$ cat config.mk
export PLATFORM = sky130hd
export DESIGN_NAME = pwc_ctrl
export DESIGN_NICKNAME = d
export VERILOG_FILES = /design/src/sv/pwc_pkg.sv /design/src/sv/pwc_ctrl.sv
export SDC_FILE = /design/constraint.sdc
export NUM_CORES = 1
export LEC_CHECK = 0
export ABC_CLOCK_PERIOD_IN_PS = 1900
export BUFFER_PORTS_ARGS = -buffer_cell sky130_fd_sc_hd__clkbuf_2
export CORE_ASPECT_RATIO = 1.25
export CORE_MARGIN = 10
export CORE_UTILIZATION = 46
export CTS_CLUSTER_SIZE = 40
export DETAILED_ROUTE_END_ITERATION = 8
export PLACE_DENSITY = 0.73
export SYNTH_ARGS = -nofsm -noshare
export SYNTH_HDL_FRONTEND = slang
export SYNTH_SLANG_ARGS = --single-unit
export TNS_END_PERCENT = 100
$ cat constraint.sdc
create_clock -name clock -period 1.9 [get_ports clock]
set_clock_uncertainty 0.15 [all_clocks]
set_input_delay 0.095 -clock clock [delete_from_list [all_inputs] [get_ports clock]]
set_output_delay 0.095 -clock clock [all_outputs]
set_load 0.05 [all_outputs]
$ cat src/sv/pwc_pkg.sv
// pwc_pkg: constants, payload types and controller/datapath command and
// status structs for the polyline weighted centroid core
// no dependencies
`timescale 1ns / 1ps

package pwc_pkg;

   localparam int MAX_POINTS = 4096;

   localparam int COORD_W    = 24;
   localparam int CNT_W      = $clog2(MAX_POINTS + 1);
   localparam int LEN_W      = 38;
   localparam int WSUM_W     = 64;
   localparam int DIFF_W     = COORD_W + 1;
   localparam int SQ_W       = 2 * DIFF_W;
   localparam int ROOT_W     = SQ_W / 2;
   localparam int REM_W      = ROOT_W + 2;
   localparam int PROD_W     = ROOT_W + 1 + DIFF_W;
   localparam int DEN_W      = LEN_W + 1;
   localparam int SQRT_STEPS = ROOT_W;
   localparam int DIV_STEPS  = WSUM_W;
   localparam int STEP_W     = $clog2(DIV_STEPS);

   localparam logic signed [COORD_W-1:0] COORD_MAX = {1'b0, {(COORD_W-1){1'b1}}};
   localparam logic signed [COORD_W-1:0] COORD_MIN = {1'b1, {(COORD_W-1){1'b0}}};

   typedef logic signed [COORD_W-1:0] coord_type;
   typedef logic [1:0] status_type;

   localparam status_type ST_OK       = 2'd0;
   localparam status_type ST_ZERO_LEN = 2'd1;
   localparam status_type ST_OVERFLOW = 2'd2;

   typedef struct packed {
      logic capture;
      logic set_ovf;
      logic take_first;
      logic square;
      logic sqrt_init;
      logic sqrt_step;
      logic mul;
      logic accum;
      logic div_init;
      logic div_step;
      logic emit;
   } cmd_type;

   typedef struct packed {
      logic count_zero;
      logic count_full;
      logic last;
      logic out_busy;
   } stat_type;

endpackage

$ cat src/sv/pwc_ctrl.sv
// pwc_ctrl: sequencer for one vertex and the end-of-route division
// depends on pwc_pkg
`timescale 1ns / 1ps

module pwc_ctrl (
   input  logic              clock,
   input  logic              reset,
   input  logic              req_valid,
   output logic              req_ready,
   input  pwc_pkg::stat_type stat,
   output pwc_pkg::cmd_type  cmd
);
   import pwc_pkg::*;

   typedef enum logic [3:0] {
      S_IDLE,
      S_DISPATCH,
      S_SQUARE,
      S_SQRT_INIT,
      S_SQRT,
      S_MUL,
      S_ACCUM,
      S_DIV_INIT,
      S_DIV,
      S_EMIT
   } state_type;

   state_type          state_ff, state_in;
   logic [STEP_W-1:0]  step_ff, step_in;

   assign req_ready = (state_ff == S_IDLE);

   always_comb begin
      state_in = state_ff;
      step_in  = step_ff;
      cmd      = '0;
      unique case (state_ff)
         S_IDLE: begin
            if (req_valid) begin
               cmd.capture = 1'b1;
               state_in    = S_DISPATCH;
            end
         end
         S_DISPATCH: begin
            if (stat.count_full) begin
               cmd.set_ovf = 1'b1;
               state_in    = stat.last ? S_DIV_INIT : S_IDLE;
            end else if (stat.count_zero) begin
               cmd.take_first = 1'b1;
               state_in       = stat.last ? S_DIV_INIT : S_IDLE;
            end else begin
               state_in = S_SQUARE;
            end
         end
         S_SQUARE: begin
            cmd.square = 1'b1;
            state_in   = S_SQRT_INIT;
         end
         S_SQRT_INIT: begin
            cmd.sqrt_init = 1'b1;
            step_in       = '0;
            state_in      = S_SQRT;
         end
         S_SQRT: begin
            cmd.sqrt_step = 1'b1;
            if (step_ff == STEP_W'(SQRT_STEPS - 1)) begin
               step_in  = '0;
               state_in = S_MUL;
            end else begin
               step_in = step_ff + 1'b1;
            end
         end
         S_MUL: begin
            cmd.mul  = 1'b1;
            state_in = S_ACCUM;
         end
         S_ACCUM: begin
            cmd.accum = 1'b1;
            state_in  = stat.last ? S_DIV_INIT : S_IDLE;
         end
         S_DIV_INIT: begin
            cmd.div_init = 1'b1;
            step_in      = '0;
            state_in     = S_DIV;
         end
         S_DIV: begin
            cmd.div_step = 1'b1;
            if (step_ff == STEP_W'(DIV_STEPS - 1)) begin
               step_in  = '0;
               state_in = S_EMIT;
            end else begin
               step_in = step_ff + 1'b1;
            end
         end
         S_EMIT: begin
            if (!stat.out_busy) begin
               cmd.emit = 1'b1;
               state_in = S_IDLE;
            end
         end
         default: begin
            state_in = S_IDLE;
         end
      endcase
   end

   always_ff @(posedge clock) begin
      if (reset) begin
         state_ff <= S_IDLE;
         step_ff  <= '0;
      end else begin
         state_ff <= state_in;
         step_ff  <= step_in;
      end
   end

endmodule

==> metrics.md, run 1 <==
| Metric | Value |
|---|---|
| Layout cells sized above 1 | 42.4% |
| Slew @ Worst Pin | 0.282 ns |
| CTS sink count | 10 |
| GP Congestion | 0.797 |
| # fillers | 135 |
| Top cells by count, synth | 11 x nor2_1, 10 x dfxtp_1, 6 x nor3_1 |
| DP HPWL | 1.61 mm |
| Drt pass-1 iters | 4 |
| Leak Pwr | 0.432 nW |
| Synth Cell Area | 761 um2 |
| Post-route clock period utilization | 96.1% |
| DR iter-0 viols | 20 |
| Slowest CP cell | or4_4 |
| Slowest stage delay, CP | 0.51 ns |
| EDFF count, synth | 0 |
| Residual DRC | 0 |
| Total power divided by cell area | 711 nW/um2 |
| Routed wire length per instance | 14.7 um |
| Clk slew on worst S/H paths | 0.08 ns |
| # diodes | 0 |
| Final hold violation count | 0 |
| Clock Latency Late Sink | 0.27 ns |
| Post-synthesis sequential area ratio | 26.3% |
| Slew Limit Fails | 0 |
| DIE AREA | 3690 um2 |
| Antenna viol nets, final | 0 |
| Fmax | 548 MHz |
| Top cells by area, synth | dfxtp_1 26%, nor2_1 5.4%, nand2b_1 4.1% |
| Distinct cells, synth | 38 |
| Vias in the first global route | 836 |
| Synth warn | 0 |
| Top-count cell post-synth | nor2_1 |
| Cells after synthesis | 100 |
| Cts bufs inserted | 3 |
| Clk buf depth | 2 |
| Worst vdd ir | 0.000355 V |
| Final Setup Violations | 0 |
| Status | finished clean |
| Crit end category | flip-flop |
| Initial core utilization | 48.7% |
| Post-Route Hold Slack | 0.107 ns |
| Syn Area/Cell | 7.61 um2 |
| First-pass GRT wire length | 3.78 mm |
| Initial antenna violation count | 0 |
| Routed vias | 858 |
| FFs w/ async S/R, synth | 0% |
| #FFs+latches synth | 10 |
| I/O pin total | 19 |
| Worst-path maximum fanout | 3 |
| Post-layout util | 69.9% |
| Mapped Nets | 109 |
| H-tree level count | 1 |
| Top_reg_cell synth | dfxtp_1 |
| Worst min-delay path class | input pin to flip-flop |
| GRT overflow | 0 |
| Post-Place Setup Slack | 0.0127 ns |
| Critical Path, Cell by Cell | inv_2, ha_1, nand4b_1, o21a_1, or4_4, o32ai_2 |
| TritonCTS clock tree | built |
| Nets | 142 |
| CP bufs+invs | 1 |
| Die width | 56.4 um |
| CP startpoint kind | flip-flop |
| CP top delay family | simple AND/OR/NAND/NOR gates |
| Avg Vias per Cell | 5.72 |
| TNS Setup | 0 ns |
| Critical path class | flip-flop to flip-flop |
| Final worst setup slack | 0.0744 ns |
| Post-route minimum period | 1.83 ns |
| Port bufs | 18 |
| Core footprint | 1560 um2 |
| Root Buffer | clkbuf_4 |
| Worst relative slew slack | 81.3% |
| P&R area growth vs syn | 43.4% |
| Largest net degree at the start of global routing | 17 |
| Final WL | 2.20 mm |
| Die Y | 65.5 um |
| Yosys top cell by area | dfxtp_1 |
| Top-area cell type share of the netlist area | 26.3% |
| WP data required | 1.93 ns |
| Max_cap viols | 0 |
| RSZ-0062 raised after global routing | no |
| All-layer global routing usage | 12.1% |
| Site Rows | 16 |
| Critical path arrival | 1.86 ns |
==> final cells by class <==
class,instances,area (um2),share of cell area [%]
clock buffer,4,36.3,3.33
inverter,4,15.0,1.38
multi-input combinational,79,581,53.2
sequential,10,206,18.9
tap,18,22.5,2.06
timing repair buffer,35,230,21.1
==> per-layer routing <==
layer  track usage [%]  vias to the layer above  routed length [um]
met3              4.62                        4                 192
met1              13.1                      390                 856
li1                  -                      430                   -
met2              20.7                       34                1120
met4              4.82                        0                  29
met5                 0                        -                   0
==> tightest hold or removal path, delay by kind of cell <==
kind,cells,cell delay (ns)
buf+inv,1,0.12
simple gates,3,0.19
compound gates,1,0.07
==> cell families (layout without fill, tap and decap cells) <==
family / Yosys count / count (layout) / share of synthesized area [%]
buffers and inverters: 11 / 43 / 7.73
DFF: 10 / 10 / 26.3
adders and majority gates: 2 / 2 / 3.29
and+or+nand+nor: 50 / 50 / 36.7
AOI/OAI and AO/OA: 24 / 24 / 22.4
xor gates and xnor gates: 2 / 2 / 2.30
muxes: 1 / 1 / 1.32
==> registers in the layout, indices dropped and copies added (netlist names) <==
name      cells
step_ff       6
state_ff      4
==> worst paths after layout <==
check,cells after the start,slack [ns],to,startpoint
setup reg to reg,6,0.07,state_ff[0],step_ff[0]
setup / recovery,6,0.07,state_ff[0],step_ff[0]
hold reg to reg,2,0.38,step_ff[5],step_ff[5]
hold / removal,5,0.11,state_ff[2],stat[1]
==> metrics by stage <==
step                area [um2]  cells  power (mW)
global placement           967    140       0.548
global route              1090    150       0.824
detailed placement         967    140       0.554
floorplan                  820    100       0.484
CTS                       1060    148       0.769
finish                    1090    150       0.776
==> repair_timing <==
item / 4_1_cts / 5_1_grt
resized for setup: 9 / 8
buffers inserted: 2 / 2
hold endpoints to repair: 5 / 0
pin swaps: 1 / 3
endpoints found under the setup margin: 4 / 8
hold buffers: 2 / 0
==> layout by cell type (no fill, tap or decap), drive strengths merged, types with 2 or more instances in the layout <==
master | Yosys | layout
a21oi | 5 | 5
and3 | 2 | 2
buf | 6 | 16
clkbuf | 1 | 21
dfxtp | 10 | 10
dlygate4sd3 | 0 | 2
ha | 2 | 2
inv | 4 | 4
nand2 | 4 | 4
nand2b | 5 | 5
nand3 | 3 | 3
nor2 | 11 | 11
nor2b | 4 | 4
nor3 | 6 | 6
nor4 | 3 | 3
nor4b | 2 | 2
o211ai | 2 | 2
o21a | 3 | 3
o21ai | 4 | 4
o22a | 2 | 2
o31ai | 2 | 2
o32ai | 2 | 2
or3 | 3 | 3
or4 | 2 | 2
xnor2 | 2 | 2
==> where the power goes <==
group	switching [mW]	leakage (nW)	internal [mW]
sequential	0.0235	0.0832	0.227
clock	0.0767	0.0210	0.116
combinational	0.195	0.327	0.138
total	0.295	0.432	0.480
No activity file was read; power rests on OpenSTA's default activity.
==> run 2, diff against run 1 <==
Settings changed: ABC_CLOCK_PERIOD_IN_PS 1900 to 1650.
Clock period 1.9 ns to 1.65 ns, I/O delays scaled along.
==> run 2 against run 1 <==
  * The flow now finishes with violations (negative setup slack)
  * Non-clock buffer count grew 22
  * Clock power up 26%
  * Critical path depth stayed put
  * Sequential power increased by 16%
==> metrics.md, run 2 (synthesized netlist as in run 1, its figures left out) <==
| Metric | Value |
|---|---|
| Status | finished with violations |
| Antenna viol nets, final | 0 (unchanged) |
| Most used cell, CP | buf_4 |
| Final Setup Violations | 14 (+14) |
| Die width | 56.4 um (unchanged) |
| Cts bufs inserted | 3 (unchanged) |
| CP top delay family | buffers and inverters |
| Drt pass-1 iters | 4 (unchanged) |
| Switching power | 443 uW (+50%) |
| GRT overflow | 0 (unchanged) |
| Largest register by flop count | step_ff |
| Switching share of power | 40.1% (+2.1 points) |
| P&R area growth vs syn | 93.7% |
| Nets | 164 (+15%) |
| Slew @ Worst Pin | 0.312 ns (+0.0305 ns) |
| Post-Route Hold Slack | 0.197 ns (+0.0901 ns) |
| GP Congestion | 0.864 (+8.4%) |
| TNS Setup | -1.44 ns (-1.44 ns) |
| Routed vias | 1084 (+26%) |
| I/O pin total | 19 (unchanged) |
| Routed wire length per instance | 22.8 um (+55%) |
| CP startpoint kind | flip-flop |
| CTS sink count | 10 (unchanged) |
| Clk buf depth | 2 (unchanged) |
| All-layer global routing usage | 20.1% (+8.0 points) |
| Critical Path, Cell by Cell | buf_6, buf_4, nand2b_4, buf_4, nor2b_4, buf_8 |
| Layout Cells excl Fill | 172 (+15%) |
| Leak Pwr | 0.588 nW (+36%) |
| Critical path class | flip-flop to primary output |
| Failing checks | negative setup slack |
| DIE AREA | 3690 um2 (unchanged) |
| Power Total | 1.10 mW (+42%) |
| Internal | 660 uW (+37%) |
| # placed instances | 153 (+9.3%) |
| Slowest stage delay, CP | 0.36 ns (-0.15 ns) |
| Fmax | 553 MHz |
| Crit end category | primary output |
| Most common cell after layout, fill and taps aside | buf_4 |
| Post-route clock period utilization | 110% |
| Root Buffer | clkbuf_4 |
| Post-Place Setup Slack | -0.271 ns (-0.284 ns) |
| Commonest cells after routing, fill and taps aside | 35 x buf_4, 8 x nor2_1, 7 x buf_6 |
| Die Y | 65.5 um (unchanged) |
| Vias in the first global route | 1143 (+37%) |
| Clk slew on worst S/H paths | 0.08 ns (about the same) |
| DR iter-0 viols | 65 (+230%) |
| Comb pwr share | 51.5% (+8.6 points) |
| Worst vdd ir | 0.000558 V (+57%) |
| CP bufs+invs | 4 (+3) |
| Slew Limit Fails | 0 (unchanged) |
| Worst min-delay path class | input pin to flip-flop |
| Post-route minimum period | 1.81 ns |
| TritonCTS clock tree | built |
| Initial core utilization | 48.7% (unchanged) |
| RSZ-0062 raised after global routing | yes |
| Port bufs | 18 (unchanged) |
| Max_cap viols | 0 (unchanged) |
| # diodes | 0 (unchanged) |
| Max reg flops | 6 (unchanged) |
| H-tree level count | 1 (unchanged) |
| # fillers | 43 (-68%) |
| Residual DRC | 0 (unchanged) |
| Fraction of power consumed by sequential logic | 26.4% (-5.9 points) |
| Avg Vias per Cell | 6.30 (+10%) |
| Largest regs | step_ff (6), state_ff (4) |
| DP HPWL | 1.91 mm (+18%) |
| Largest net degree at the start of global routing | 15 (-2) |
| Core footprint | 1560 um2 (unchanged) |
| Final worst setup slack | -0.157 ns (-0.232 ns) |
| Layout cells sized above 1 | 58.4% (+16 points) |
| Clock Latency Late Sink | 0.30 ns (+0.03 ns) |
| Worst relative slew slack | 79.1% (-2.2 points) |
| WP data required | 1.42 ns (-0.51 ns) |
| Total power divided by cell area | 748 nW/um2 (+5.2%) |
| Initial antenna violation count | 0 (unchanged) |
| Slowest CP cell | dfxtp_4 |
| First-pass GRT wire length | 5.96 mm (+58%) |
| Critical path arrival | 1.57 ns (-0.29 ns) |
| Final WL | 3.91 mm (+78%) |
| Clk pwr share | 22.1% (-2.8 points) |
| Final hold violation count | 0 (unchanged) |
| Worst-path maximum fanout | 14 (+11) |
| Site Rows | 16 (unchanged) |
run 2: final timing paths:
path,from,end,slack [ns],cells after the start
max,state_ff[3],cmd[4],-0.16,6
min,stat[1],state_ff[2],0.20,4
max reg2reg,step_ff[1],state_ff[0],-0.15,5
min reg2reg,state_ff[3],state_ff[1],0.51,2
run 2: routing by layer:
layer	routed length (um)	share of wire (%)	GRT usage, %
met1	1390	35	20.6
met2	2010	51	36.3
met3	350	8.9	4.81
met4	163	4.2	12.0
met5	0	0	0
run 2: metrics by stage:
stage / area (um2) / util (%)
after floorplan: 831 / -
after global placement: 1100 / 70.4
after detailed placement: 1100 / 70.4
after CTS: 1400 / 89.7
after global routing: 1470 / 94.4
final: 1470 / 94.4
run 2: area by class of cell:
class                           count  area, um2  share of cell area [%]
Tap cell                           18       22.5                    1.53
Timing Repair Buffer               57        505                    34.3
Clock buffer                        4       36.3                    2.46
Inverter                            4       17.5                    1.19
Sequential cell                    10        220                    14.9
Multi-Input combinational cell     79        672                    45.6
run 2: what timing repair did:
item / 4_1_cts / 5_1_grt
endpoints found under the setup margin: 19 / 20
gates resized for setup: 42 / 28
hold buffers: 2 / 0
pin swaps: 12 / 8
setup buffers: 12 / 1
hold endpoints to repair: 5 / 0
run 2: tightest hold or removal path: cells and delay by family:
| kind | cells | cell delay (ns) |
|---|---|---|
| buf+inv | 1 | 0.13 |
| simple gates | 3 | 0.40 |
run 2: power groups by stage:
stage | clock network (mW) | logic (mW) | registers (mW)
floorplan | 0 | 0.298 | 0.274
global placement | 0 | 0.382 | 0.293
detailed placement | 0 | 0.390 | 0.295
CTS | 0.236 | 0.493 | 0.286
global route | 0.258 | 0.588 | 0.293
finish | 0.244 | 0.567 | 0.291
